<file path="src/rtl/core/cmf_pkg.sv">
// Shared types, constants and register codes of the compact mel filterbank.
`timescale 1ns / 1ps
`default_nettype none
package cmf_pkg;

  localparam int BAND_W      = 12;
  localparam int QUEUE_DEPTH = 4;
  localparam int FRAC_SHIFT  = 31;
  localparam int MAX_SHIFT   = 63;

  localparam logic [30:0]       PEAK_RESET     = 31'h7FFF_FFFF;
  localparam logic [5:0]        HEADROOM_RESET = 6'd0;
  localparam logic [BAND_W-1:0] ODD_BAND_FIRST = 12'd1;
  localparam logic [BAND_W-1:0] BAND_STEP      = 12'd2;

  // Register indexes on the configuration port
  localparam logic REG_PEAK_WEIGHT    = 1'b0;
  localparam logic REG_HEADROOM_SHIFT = 1'b1;

  // Per-item control decided by the front part
  typedef struct packed {
    logic              first;
    logic              emit_even;
    logic              emit_odd;
    logic [BAND_W-1:0] band;
  } cmf_ctl_t;

  // One classified item in the queue
  typedef struct packed {
    cmf_ctl_t           ctl;
    logic signed [31:0] bin_value;
    logic [30:0]        even_weight;
    logic signed [31:0] odd_weight;
  } cmf_entry_t;

endpackage
`default_nettype wire

</file>
<file path="src/rtl/core/cmf_queue.sv">
// Short first-word-fall-through queue between the front and back parts.
`timescale 1ns / 1ps
`default_nettype none
module cmf_queue #(
  parameter int DEPTH = cmf_pkg::QUEUE_DEPTH
) (
  input  wire logic                clk,
  input  wire logic                rst,
  input  wire logic                push,
  input  wire cmf_pkg::cmf_entry_t push_entry,
  output logic                     full,
  input  wire logic                pop,
  output logic                     head_valid,
  output cmf_pkg::cmf_entry_t      head_entry
);

  localparam int PTR_W = $clog2(DEPTH);
  localparam int CNT_W = $clog2(DEPTH + 1);
  localparam logic [PTR_W-1:0] LAST_PTR = PTR_W'(DEPTH - 1);
  localparam logic [CNT_W-1:0] FULL_CNT = CNT_W'(DEPTH);

  cmf_pkg::cmf_entry_t slots [DEPTH];
  logic [PTR_W-1:0]    wr_ptr;
  logic [PTR_W-1:0]    rd_ptr;
  logic [CNT_W-1:0]    count;
  logic                do_pop;

  assign full       = (count == FULL_CNT);
  assign head_valid = (count != '0);
  assign head_entry = slots[rd_ptr];
  assign do_pop     = pop && head_valid;

  // Store pushed entries
  always_ff @(posedge clk) begin
    if (push) begin
      slots[wr_ptr] <= push_entry;
    end
  end

  // Move pointers and occupancy
  always_ff @(posedge clk) begin
    if (rst) begin
      wr_ptr <= '0;
      rd_ptr <= '0;
      count  <= '0;
    end else begin
      if (push) begin
        wr_ptr <= (wr_ptr == LAST_PTR) ? '0 : wr_ptr + 1'b1;
      end
      if (do_pop) begin
        rd_ptr <= (rd_ptr == LAST_PTR) ? '0 : rd_ptr + 1'b1;
      end
      if (push && !do_pop) begin
        count <= count + 1'b1;
      end else if (do_pop && !push) begin
        count <= count - 1'b1;
      end
    end
  end

`ifndef NO_ASSERTIONS
  a_count_bound: assert property (@(posedge clk) disable iff (rst) count <= FULL_CNT)
    else $error("queue occupancy above depth");
  a_no_push_full: assert property (@(posedge clk) disable iff (rst) full |-> !push)
    else $error("push into full queue");
`endif

endmodule
`default_nettype wire

</file>
<file path="config.mk">
export PLATFORM = sky130hd
export DESIGN_NAME = cmf_queue
export DESIGN_NICKNAME = d
export VERILOG_FILES = /design/src/rtl/core/cmf_pkg.sv /design/src/rtl/core/cmf_queue.sv
export SDC_FILE = /design/constraint.sdc
export NUM_CORES = 1
export LEC_CHECK = 0
export ABC_AREA = 0
export BUFFER_PORTS_ARGS = -buffer_cell sky130_fd_sc_hd__buf_2
export CAP_MARGIN = 20
export CORE_ASPECT_RATIO = 1.2
export CORE_MARGIN = 4
export CORE_UTILIZATION = 45
export CTS_BUF_LIST = sky130_fd_sc_hd__clkbuf_4 sky130_fd_sc_hd__clkbuf_8
export DETAILED_ROUTE_END_ITERATION = 12
export REMOVE_ABC_BUFFERS = 1
export SYNTH_ARGS = -nofsm -noshare
export SYNTH_HDL_FRONTEND = slang
export SYNTH_SLANG_ARGS = --single-unit
</file>
<file path="constraint.sdc">
create_clock -name clk -period 4.13 [get_ports clk]
set_input_delay 0.826 -clock clk [delete_from_list [all_inputs] [get_ports clk]]
set_output_delay 0.826 -clock clk [all_outputs]
set_load 0.01 [all_outputs]
</file>
Word level (Yosys, flattened, before mapping)
Memory sizes are Yosys's and may differ from the RTL's. A register that Yosys moved wholly into a read port is not among the register bits.
Cells that the tools add are included.

word-level totals
  register bits after elaboration = 7
  bits in latches = 0
  memory bits (writable) = 440
  ROM bits = 0
  output and inout port bits = 112
  logic and storage cells = 26
  memories = 1

memories
  name   depth  bits a word  read ports  clocked after memory_dff  wr ports  line             source
  slots  4      110          1           1                         1         cmf_queue.sv:22  cmf_pkg::cmf_entry_t slots [DEPTH];

operators by class
  add/sub/neg operators = 4
  $mul = 0
  div/mod/pow operators = 0
  magnitude comparators = 0
  equality and inequality tests = 3
  shifts and indexed selects = 0
  multiplexer cells = 8
  bitwise logic cells = 0
  reductions and logical operators = 7

operators by type and width
  cell                 count
  $mux 2               4
  $mux 3               2
  $add 2x1->2 const B  2
  $eq 2x2->1 const B   2
  $add 3x1->3 const B  1
  $eq 3x3->1 const B   1
  $logic_and 1x1->1    3
  $reduce_bool 3->1    1
  $sub 3x1->3 const B  1
  $logic_not 1->1      2
  $mux 1               2
  $reduce_bool 2->1    1

Logic depth before layout (Yosys ltp)
  depth after elaboration = 5
  depth in mapped cells = 7

Worst setup path before layout
No wires, ideal clock.

  kind = input-to-reg
  from = in push
  to = mem slots[0][0] (netlist name) (enable)
  data arrival time = 3.358 ns
  path slack = 0.291 ns
  stages = 1
  path buffers = 0
  cell sequence = and2_1

on the way
  word-level cells in the longest chain between the ends = 2

ends and longest elaborated chain
  what                          line             source
  start: declaration            cmf_queue.sv:9   input wire logic push,
  $mux 1                        cmf_queue.sv:35  if (push) begin
  $mux 1 (implied by the code)  cmf_queue.sv:36  slots[wr_ptr] <= push_entry;
  end: declaration              cmf_queue.sv:22

Every way passes these cells.

==> flow_summary.ini <==
[setup_path]
cp-end-kind = output port
cp_max_fo = 110
r2r-end = count[2]
crit_path_end = head_entry[26]
r2r-start = count[1]
worstPathArrival_ns = 2.18
ff2ff_path_depth = 7
cp.required_ns = 3.30
regToRegSetupSlack_ns = 2.04
start_kind = flop
critPathKind = flop to output port

[clock_network]
postCtsHoldBufs = 0
cts.sinks = 449
cts_buffer_depth = 3
cts_max_level = 3
cts_root_buffer = clkbuf_8
cts_buffers = 70
cts.clk_slew.worst_paths_ns = 0.07
cts_setup_buffers = 0
cts_tree = done
cts.repair.resized = 0
clk_latency_ns = 0.57

[detailed_routing]
wl_per_cell_um = 22.0
vias = 7286
drt_pass1_iterations = 4
postRouteAntennaNets = 0
route.detailed.drc = 0
top_layer_used = met5
route.met2.wl_um = 16200
via_per_inst = 5.14
routed_wl_um = 31200
drt_iter0_drc = 502
wl_met1_um = 12500
wl_met3_um = 1920

[cells_and_area]
instances_no_fill = 1418
fin_area_um2 = 19500
drive_gt1_share_pct = 48.7
num-nets-final = 1025
areaGrowthSynthToFinish_pct = 19.4

[synthesis]
yosys-top-cells-area = edfxtp_1 (81%), mux4_2 (15%), dfxtp_1 (1.1%), buf_6 (0.76%), ha_1 (0.46%)
synth_top_cell_by_area = edfxtp_1
synthesis.area_um2 = 16300
synth.most_common_cell = edfxtp_1
ys_seq_area_share_pct = 82.0
synth_top_area_share_pct = 80.9
ys_ff_latch = 449
synthDistinctLibCells = 19
syn_avg_cell_area_um2 = 26.4
synth_edf_count = 440
synth_flop_cell = edfxtp_1
async_reset_ff_share_pct = 0
yosysWarningCount = 0
ys_top_cells_by_count = edfxtp_1 (440), mux4_2 (110), buf_2 (11), buf_6 (11), dfxtp_1 (9)
synthCells = 618

[sta]
rsz0062_at_grt = no
finalHoldViolCount = 0
setup_ws_ns = 1.12
whs_ns = 0.458
drv_slew = 0
fmax_mhz = 333
finalCriticalPeriod_ns = 3.01
worst_slew_pin_slew_ns = 0.866
skew_ns = 0.0161
setup_viol = 0
timing.final.crit_share_pct = 72.8
maxSlewHeadroom_pct = 42.3

[flow_run]
maxCapViolCount = 0

[global_route]
grt_use_total_pct = 16.1
antenna_found_initial = 4
grt_remaining_overflow = 0
grt_start_max_net_pins = 111
grt_pass1_wl_um = 48400
grt_pass1_vias = 8110

[floorplan]
pin_count = 226
die_area_um2 = 39400
fp.dieW_um = 182
fp.dieH_um = 217
core-area_um2 = 35800
initial_core_util_pct = 45.5
rows = 76

[power_and_ir_drop]
max-vdd-ir-drop_v = 0.000372
p_leak_nw = 6.55
finalPower_mw = 11.1
powerDensity_nw_per_um2 = 567

[placed_design]
place_area_um2 = 18100
dp_hpwl_um = 18000
io_buffer_count = 225
dpl.cell_count = 1300
pre_cts_ws_ns = 1.64
place_congestion = 0.691

[worst_hold_path]
hold_class = primary input to flop

[outcome]
status = completed
registers in the layout (all words and copies together) (netlist names), named ones only:
name and flops:
count 3, rd_ptr 2, slots 440, wr_ptr 2
power by group:
group | switching [mW] | total [mW] | leakage [nW] | internal [mW]
sequential | 0.0644 | 5.30 | 4.12 | 5.24
clock | 1.61 | 3.77 | 0.732 | 2.16
combinational | 1.01 | 1.98 | 1.70 | 0.968
total | 2.69 | 11.1 | 6.55 | 8.37
cell type report:
cell class	instances	area (µm²)
Fill cell	2786	16400
Sequential cell	449	13400
Multi-Input combinational cell	142	2750
Timing Repair Buffer	238	1340
Clock buffer	90	1130
Tap cell	468	586
Clock inverter	27	283
Inverter	3	11.3
Antenna cell	1	2.50
worst min path at each step:
stage                                from            end  slack (ns)  cells past startpoint
after CTS                  push_entry[49]   slots[2][49]        0.40                      1
after global placement          rd_ptr[0]           flop        0.51                      2
after global routing      push_entry[103]  slots[1][103]        0.41                      1
after floorplan                 rd_ptr[0]           flop        0.46                      2
after detailed placement        rd_ptr[0]           flop        0.50                      2
final                      push_entry[80]   slots[2][80]        0.46                      1
metrics by stage:
stage / TNS, ns / util [%]
finish: 0 / 54.4
global route: 0 / 54.4
CTS: 0 / 54.4
detailed placement: 0 / 50.4
global placement: 0 / 50.4
floorplan: -214.66 / -
cells by family (layout without fill, tap and decap cells):
logic type                 count (synthesis)  after routing  share of synthesized area, %
muxes                                    114            114                          15.4
and+or+nand+nor                           15             15                         0.475
adders and majority gates                  7              7                         0.582
AOI/OAI and AO/OA                          4              4                         0.169
buffers and inverters                     27            358                          1.21
DFF                                      449            449                          82.0
xor gates and xnor gates                   2              2                         0.107
other                                      0              1                             0
worst max-delay path, stage by stage, from the launching register on:
cell and delay (ns):
dfxtp_4 0.35, buf_12 0.47, mux4_2 0.43, buf_2 0.16
metal layers:
metal | track usage (%) | vias to the layer above
met1 | 20.4 | 3781
li1 | - | 3256
met3 | 4.55 | 44
met4 | 5.01 | 8
met2 | 27.0 | 197
met5 | 0 | -
layout by cell type (no fill, tap or decap):
cell        instances
clkbuf_8           73
and2_4              4
dfxtp_4             2
clkbuf_4           17
o31ai_2             1
nand2_1             1
or3_1               3
inv_1               3
mux2i_1             4
edfxtp_1          440
xor2_1              2
buf_2             225
nor2_1              6
fa_1                1
clkinv_1           10
clkinv_2            7
nor3b_1             1
mux4_2            110
dfxtp_1             7
bufinv_16           6
buf_4               4
buf_12              9
o21ai_0             1
a21oi_1             2
ha_1                6
clkinvlp_4          4
diode_2             1
(Power assumes the default switching activity.)
