## src/rtl/core/cmf_pkg.sv

```systemverilog
// Shared types, constants and register codes of the compact mel filterbank.
`timescale 1ns / 1ps
`default_nettype none
package cmf_pkg;

  localparam int BAND_W      = 12;
  localparam int QUEUE_DEPTH = 4;
  localparam int FRAC_SHIFT  = 31;
  localparam int MAX_SHIFT   = 63;

  localparam logic [30:0]       PEAK_RESET     = 31'h7FFF_FFFF;
  localparam logic [5:0]        HEADROOM_RESET = 6'd0;
  localparam logic [BAND_W-1:0] ODD_BAND_FIRST = 12'd1;
  localparam logic [BAND_W-1:0] BAND_STEP      = 12'd2;

  // Register indexes on the configuration port
  localparam logic REG_PEAK_WEIGHT    = 1'b0;
  localparam logic REG_HEADROOM_SHIFT = 1'b1;

  // Per-item control decided by the front part
  typedef struct packed {
    logic              first;
    logic              emit_even;
    logic              emit_odd;
    logic [BAND_W-1:0] band;
  } cmf_ctl_t;

  // One classified item in the queue
  typedef struct packed {
    cmf_ctl_t           ctl;
    logic signed [31:0] bin_value;
    logic [30:0]        even_weight;
    logic signed [31:0] odd_weight;
  } cmf_entry_t;

endpackage
`default_nettype wire

```

## src/rtl/core/cmf_front.sv

```systemverilog
// Front part: accepts bins, tracks band counters and odd weighting, classifies items.
`timescale 1ns / 1ps
`default_nettype none
module cmf_front (
  input  wire logic                clk,
  input  wire logic                rst,
  input  wire logic                in_valid,
  output logic                     in_ready,
  input  wire logic                in_first,
  input  wire logic signed [31:0]  in_bin,
  input  wire logic [30:0]         in_weight,
  input  wire logic [30:0]         peak_weight,
  input  wire logic                q_full,
  output logic                     q_push,
  output cmf_pkg::cmf_entry_t      q_entry
);

  logic                        odd_active;
  logic                        odd_active_next;
  logic [cmf_pkg::BAND_W-1:0]  even_band;
  logic [cmf_pkg::BAND_W-1:0]  even_band_next;
  logic [cmf_pkg::BAND_W-1:0]  odd_band;
  logic [cmf_pkg::BAND_W-1:0]  odd_band_next;
  logic                        cur_active;
  logic [cmf_pkg::BAND_W-1:0]  cur_even;
  logic [cmf_pkg::BAND_W-1:0]  cur_odd;
  logic                        emit_even;
  logic                        emit_odd;
  logic                        at_peak;

  // Refuse items while the queue is full or reset holds the state
  assign in_ready = !q_full && !rst;
  assign q_push   = in_valid && in_ready;

  // Classify the item against the state left by the previous one
  always_comb begin
    cur_active = in_first ? 1'b0 : odd_active;
    cur_even   = in_first ? '0 : even_band;
    cur_odd    = in_first ? cmf_pkg::ODD_BAND_FIRST : odd_band;
    at_peak    = (in_weight == peak_weight);
    emit_even  = (in_weight == 31'd0) && !in_first;
    even_band_next = emit_even ? cur_even + cmf_pkg::BAND_STEP : cur_even;
    emit_odd   = at_peak && (even_band_next != '0) && !emit_even;
    odd_band_next  = emit_odd ? cur_odd + cmf_pkg::BAND_STEP : cur_odd;
    odd_active_next = cur_active || at_peak;

    q_entry.ctl.first     = in_first;
    q_entry.ctl.emit_even = emit_even;
    q_entry.ctl.emit_odd  = emit_odd;
    q_entry.ctl.band      = emit_even ? cur_even : cur_odd;
    q_entry.bin_value     = in_bin;
    q_entry.even_weight   = in_weight;
    q_entry.odd_weight    = cur_active ? ({1'b0, peak_weight} - {1'b0, in_weight}) : 32'sd0;
  end

  // Advance frame state on each accepted item
  always_ff @(posedge clk) begin
    if (rst) begin
      odd_active <= 1'b0;
      even_band  <= '0;
      odd_band   <= cmf_pkg::ODD_BAND_FIRST;
    end else if (q_push) begin
      odd_active <= odd_active_next;
      even_band  <= even_band_next;
      odd_band   <= odd_band_next;
    end
  end

endmodule
`default_nettype wire

```

## config.mk

```make
export PLATFORM = sky130hd
export DESIGN_NAME = cmf_front
export DESIGN_NICKNAME = d
export VERILOG_FILES = /design/src/rtl/core/cmf_pkg.sv /design/src/rtl/core/cmf_front.sv
export SDC_FILE = /design/constraint.sdc
export NUM_CORES = 1
export LEC_CHECK = 0
export ABC_AREA = 1
export BUFFER_PORTS_ARGS = -buffer_cell sky130_fd_sc_hd__buf_2
export CORE_MARGIN = 2
export CORE_UTILIZATION = 48
export DETAILED_ROUTE_END_ITERATION = 10
export PLACE_DENSITY = 0.94
export SKIP_LAST_GASP = 1
export SYNTH_ARGS = -nofsm -noshare
export SYNTH_HDL_FRONTEND = slang
export SYNTH_SLANG_ARGS = --single-unit
```

## constraint.sdc

```tcl
create_clock -name clk -period 3.5 [get_ports clk]
set_clock_uncertainty 0.15 [all_clocks]
set_input_delay 0.525 -clock clk [delete_from_list [all_inputs] [get_ports clk]]
set_output_delay 0.525 -clock clk [all_outputs]
set_load 0.1 [all_outputs]
```

After elaboration in Yosys (flattened, before gate mapping)
Cells that the tools add are included.
{"block": "totals", "register_bits": 25, "out_inout_bits": 112, "word_cells": 26}
{"block": "op_classes", "add_sub_neg": 3, "n_eq_ne": 1, "n_mux": 7, "reduce_logical": 12}
{"cell": "12-bit two-way mux", "n": 5}
{"cell": "32-bit two-way mux", "n": 1}
{"cell": "31-bit by 31-bit subtractor with 32-bit output", "n": 1}
{"cell": "31-bit equality test", "n": 1}
{"cell": "31-bit zero test", "n": 1}
{"cell": "12-bit by 2-bit adder with 12-bit output, second input constant", "n": 2}
{"cell": "12-bit nonzero test", "n": 1}
{"cell": "1-bit logical AND", "n": 5}
{"cell": "1-bit zero test", "n": 4}
{"cell": "1-bit logical OR", "n": 1}
{"cell": "1-bit two-way mux", "n": 1}

Longest topological paths before layout
Gate-level depths: netlist of run 1.
{"block": "depth", "word_depth": 7, "mapped_depth": 19}

Worst setup path after synthesis of run 1
No wires, ideal clock.
{"block": "synth_timing", "path_type": "input port to output port", "start": "input peak_weight[0]", "end": "output q_entry[28] in the netlist's numbering", "arrival_time_ns": 4.201, "t_required_ns": 2.825, "slack_ns": -1.376, "cell_stages": 14, "path_buffers": 0, "path_cell_list": "inv_1 -> ha_1 -> inv_1 -> fa_1 -> nand2_1 -> nand2_1 -> o21ai_0 -> o21ai_1 -> a21boi_1 -> o21bai_1 -> nand4_1 -> nand2_1 -> nand2_1 -> nor3b_1"}
{"element": "from (decl)", "line": "cmf_front.sv:12", "text": "input wire logic [30:0] peak_weight,"}
{"element": "to (decl)", "line": "cmf_front.sv:15", "text": "output cmf_pkg::cmf_entry_t q_entry"}

==> results of run 1 <==
==> logic make-up after synthesis <==
family,Yosys count,share of synthesized area
simple gates,362,0.345
buf+inv,194,0.230
compound gates,155,0.193
fa+ha+maj,34,0.0982
flops,25,0.114
xor+xnor,10,0.0199
==> per-stage QoR <==
stage / utilization / worst slack (ns) / cell area (um2) / instances / setup TNS [ns]
after detailed placement: 0.609 / -0.0504 / 5370 / 970 / -0.134
after CTS: 0.615 / -0.0110 / 5420 / 974 / -0.0110
after global placement: 0.609 / 0.0493 / 5370 / 970 / 0
after global routing: 0.622 / -0.0722 / 5470 / 974 / -0.240
final: 0.622 / 0.0928 / 5470 / 974 / 0
after floorplan: - / -0.597 / 4550 / 780 / -1.53
==> cell usage after synthesis (all sizes together) <==
cell     count  share of area
a221oi       3         0.0060
dfxtp       25           0.11
nor4         2         0.0043
nand3       43          0.050
o2bb2ai      1         0.0020
o21bai       7          0.012
xnor2        4         0.0079
clkbuf       7         0.0060
a21boi       2         0.0034
inv        110          0.094
nand4       17          0.024
o21ai       62          0.070
nor3         8         0.0091
fa           1         0.0045
a211oi       1         0.0017
o21a         5         0.0085
nor2       116           0.10
nor3b        2         0.0034
buf         77           0.13
xor2         6          0.012
o211ai       1         0.0017
a21o         1         0.0017
a31oi       10          0.014
o311ai       1         0.0020
nand2      174           0.15
a21oi       61          0.069
ha          33          0.094
==> flip-flops by register name (all words and copies together) (netlist names) <==
register    cells
even_band      12
odd_active      1
odd_band       12
==> final timing paths <==
kind                startpoint      endpoint  slack, ns  depth (start not counted)
setup reg to reg  even_band[1]  odd_band[11]       0.76                         17
hold / removal     odd_band[0]   odd_band[0]       0.32                          2
setup / recovery  in_weight[0]   q_entry[18]       0.09                         17
hold reg to reg    odd_band[0]   odd_band[0]       0.32                          2
==> metal layers <==
layer / GRT usage / routed length, um / vias up / share of wire
li1: - / - / 2632 / -
met1: 0.345 / 5640 / 2444 / 0.40
met2: 0.471 / 6840 / 327 / 0.48
met3: 0.0348 / 1270 / 57 / 0.089
met4: 0.0938 / 461 / 0 / 0.032
met5: 0 / 0 / - / 0
==> layout make-up <==
cell class	count	area, um2	share of cell area
clock buffers	3	41.3	0.00754
clock inverters	1	5.00	0.000914
inverters	110	413	0.0754
multi-input cells	561	3090	0.565
flip-flops and latches	25	500	0.0914
well taps	108	135	0.0247
repair buffers	166	1290	0.235
==> timing repair <==
item / 4_1_cts / 5_1_grt
gates resized for setup: 4 / 17
endpoints found under the hold margin: 0 / 0
setup endpoints to repair: 5 / 14
gates cloned: 0 / 0
hold buffers: 0 / 0
pin swaps: 1 / 2
==> worst min-delay path: stages, from the launching register on <==
cell     delay (ns)
dfxtp_1        0.33
inv_1          0.05
nand3_1        0.06
==> power by group through the flow <==
| stage | Sequential (uW) | Combinational, uW | Clock [uW] |
|---|---|---|---|
| floorplan | 298 | 648 | 0 |
| global placement | 299 | 592 | 0 |
| detailed placement | 299 | 607 | 0 |
| CTS | 292 | 612 | 183 |
| global route | 294 | 686 | 203 |
| finish | 293 | 638 | 184 |
==> cells in the final DEF (no fill, tap or decap), types with 25 or more instances in the layout <==
cell type / instances
a21oi_1: 44
buf_12: 27
buf_2: 119
dfxtp_1: 25
ha_1: 33
inv_1: 108
nand2_1: 167
nand3_1: 41
nor2_1: 102
o21ai_0: 45
==> impl_metrics.csv, run 1 <==
group,metric,value,unit
logic_synthesis,ys_warn_count,0,
clocking,clock_path_buffers,2,
die,die_h,99.8,um
critical_path,startpoint_type,"input port",
pwr,p_sw_frac,0.509,
clocking,cts_tree,"done",
route,wl_per_cell,14.6,um
logic_synthesis,syn_area_per_cell,5.65,um2
die,coreArea,8810,um2
logic_synthesis,ys_ff_latch,25,
layout,fillers,802,
global_route,grt_antenna_before_repair,0,
clocking,clock_latency,0.28,ns
pwr,powerDensity,204,nW/um2
pwr,p_int,548,uW
critical_path,crit_family,"compound AO/OA/AOI/OAI gates",
route,vias_per_cell,5.61,
logic_synthesis,syn_nets,913,
critical_path,critPathBufInv,4,
critical_path,crit_fanout,4,
clocking,clk_pin_slew_worst_paths,0.10,ns
die,ios,211,
die,dieArea,9970,um2
sta,timing.hold.ws,0.316,ns
route,drc,0,
sta,rsz0062_at_grt,"true",
sta,worst_pin_slew,0.701,ns
placement,gp_congestion,1.00,
critical_path,max_stage_delay,0.30,ns
sta,min_period,3.41,ns
layout,nNetsFinal,1000,
logic_synthesis,synth.distinct_cells,36,
global_route,grt_util_all_layers,0.271,
clocking,htree_levels,1,
pwr,pwr-share-comb,0.572,
pwr,power,1120,uW
global_route,grt_pass1_wl,22.5,mm
sta,slew_violations,0,
route,vias,5460,
critical_path,cp_slowest_cell,"a21oi_1",
critical_path,crit_top_cell,"nand2_1",
clocking,postCtsSetupBuffers,0,
critical_path,cp-end-kind,"primary output",
route,firstDrtPassIters,6,
layout,areaGrowthSynthToFinish,24.2,%
die,placementRows,34,
clocking,clkSinkCount,25,
logic_synthesis,syn_area,4410,um2
sta,hold_violations,0,
layout,num_antenna_cells,0,
logic_synthesis,seq_area_frac_synth,0.114,
worst_hold_path,hold_path_class,"reg -> reg",
global_route,grt_pass1_vias,5034,
placement,port_buffers,146,
die,dieWidth,99.8,um
route,postRouteAntennaNets,0,
critical_path,path_class,"in -> out",
pwr,p_seq_frac,0.262,
placement,place.detailed.hpwl,11.5,mm
route,dr.first_iter.drc_count,389,
layout,drive_above_1_share,0.256,
sta,period_share,0.973,
pwr,clkPwrFrac,0.165,
sta,fmax,0.293,GHz
critical_path,path_cells,"buf_2 -> ha_1 -> inv_1 -> fa_2 -> nand2_1 -> nand2_1 -> o21ai_2 -> o21ai_2 -> a21oi_2 -> inv_1 -> nand2_1 -> nand2_2 -> nand2_1 -> nand2_2 -> o21ai_0 -> a21oi_1 -> buf_12",
pwr,switching_power,568,uW
global_route,grt_overflow,0,
pwr,leakagePower,0.00274,uW
sta,setup_viol,0,
die,start_util,0.501,
clocking,numCtsBuffers,3,
job,drv_cap,0,
pwr,worst_ir_drop_vdd,0.155,mV
clocking,clock-root-buffer,"clkbuf_8",
sta,slew_headroom,0.527,
route,drt-total-wl,14.2,mm
critical_path,required,2.82,ns
global_route,grt_max_degree,22,
critical_path,worstPathArrival,2.73,ns
logic_synthesis,synthCells,780,
outcome,status,"complete, no violations",
(Power assumes the default switching activity.)
==> run 2, diff against run 1 <==
Settings changed: PLACE_DENSITY 0.94 to 0.92.
==> impl_metrics.csv, run 2 (same netlist as run 1, synthesis figures left out) <==
group,metric,value,unit
layout,nNetsFinal,1008,
layout,num_antenna_cells,0,
critical_path,cp-end-kind,"primary output",
clocking,clock-root-buffer,"clkbuf_8",
critical_path,path_class,"in -> out",
job,drv_cap,0,
critical_path,required,2.82,ns
layout,drive_above_1_share,0.271,
clocking,htree_levels,1,
placement,dpl_cell_area,5390,um2
sta,period_share,0.982,
route,postRouteAntennaNets,0,
global_route,grt_pass1_wl,22.2,mm
route,vias,5341,
layout,areaGrowthSynthToFinish,25.9,%
pwr,power,1120,uW
die,placementRows,34,
die,coreArea,8810,um2
die,ios,211,
die,dieWidth,99.8,um
worst_hold_path,min_path_cells,2,
pwr,powerDensity,202,nW/um2
route,drc,0,
clocking,clkSinkCount,25,
sta,rsz0062_at_grt,"true",
route,wl_per_cell,14.1,um
sta,fmax,0.291,GHz
global_route,grt_overflow,0,
clocking,clock_path_buffers,2,
route,dr.first_iter.drc_count,318,
route,firstDrtPassIters,6,
layout,largestRegisters,"even_band: 12 flops, odd_band: 12 flops, odd_active: 1 flops",
die,die_h,99.8,um
clocking,holdBufCountCts,0,
layout,final_cells,982,
placement,gp_congestion,0.932,
placement,dp.cells,973,
sta,slew_violations,0,
placement,place.detailed.hpwl,11.4,mm
placement,port_buffers,146,
global_route,grt_max_degree,19,
worst_hold_path,hold_path_class,"reg -> reg",
layout,design_area,5550,um2
pwr,leakagePower,0.00278,uW
sta,min_period,3.44,ns
route,drt-total-wl,13.9,mm
critical_path,worstPathArrival,2.76,ns
sta,slew_headroom,0.492,
clocking,clock_latency,0.28,ns
global_route,grt_antenna_before_repair,0,
die,dieArea,9970,um2
sta,worst_pin_slew,0.753,ns
layout,fillers,812,
clocking,clk_pin_slew_worst_paths,0.10,ns
clocking,cts_tree,"done",
critical_path,startpoint_type,"input port",
sta,setup_viol,0,
global_route,grt_util_all_layers,0.266,
clocking,numCtsBuffers,3,
critical_path,crit_fanout,7,
sta,hold_violations,0,
outcome,status,"complete, no violations",
layout,final_common_cell,"nand2_1",
pwr,worst_ir_drop_vdd,0.127,mV
critical_path,worst-r2r-cell-count,19,
die,start_util,0.501,
route,vias_per_cell,5.44,
layout,mostFrequentLayoutCells,"nand2_1 (163), buf_2 (119), inv_1 (106)",
global_route,grt_pass1_vias,4874,
## run 2: what timing repair did
action                                  in CTS  in global routing
pin swaps                                    1                  6
resized for setup                            3                 25
buffers inserted                             1                  4
endpoints found under the setup margin       4                 15
## run 2: where the power goes
group	internal, uW	switching, uW	total, uW
Combinational	189	459	647
Sequential	289	3.68	292
Clock	79.9	102	182
## run 2: final cells by class
type	instances	area, um2	share of cell area
Multi-Input combinational cell	561	3110	0.560
Timing Repair Buffer	174	1350	0.243
Sequential cell	25	500	0.0902
Inverter	110	413	0.0744
Tap cell	108	135	0.0244
Clock buffer	3	41.3	0.00744
Clock inverter	1	5.00	0.000902
## run 2: path summary, 6_finish.rpt
check / endpoint / slack (ns) / from
max: q_entry[28] / 0.06 / in_weight[19]
min: odd_band[0] / 0.31 / odd_band[0]
max reg2reg: odd_band[11] / 0.99 / even_band[1]
min reg2reg: odd_band[0] / 0.31 / odd_band[0]
## run 2: routing by layer
layer	GRT usage	vias to the layer above	part of all wire
li1	-	2662	-
met1	0.344	2346	0.41
met2	0.468	285	0.48
met3	0.0334	48	0.083
met4	0.0674	0	0.025
met5	0	-	0
## run 2: worst max-delay path, stage by stage
cell      delay [ns]
buf_2           0.09
inv_1           0.05
ha_1            0.41
a21oi_1         0.24
inv_1           0.09
a31oi_1         0.25
nand2_1         0.09
a221oi_1        0.33
nand2_1         0.12
nand2_1         0.07
nor3b_2         0.27
buf_12          0.22
## run 2: stage by stage
step	hold WS, ns	utilization	setup TNS (ns)	setup slack (ns)
global placement	0.278	0.612	0	0.0629
global route	0.322	0.630	-0.149	-0.0641
floorplan	0.266	-	-1.53	-0.597
finish	0.313	0.630	0	0.0613
CTS	0.311	0.619	-0.0110	-0.0110
detailed placement	0.287	0.612	-0.0642	-0.0479
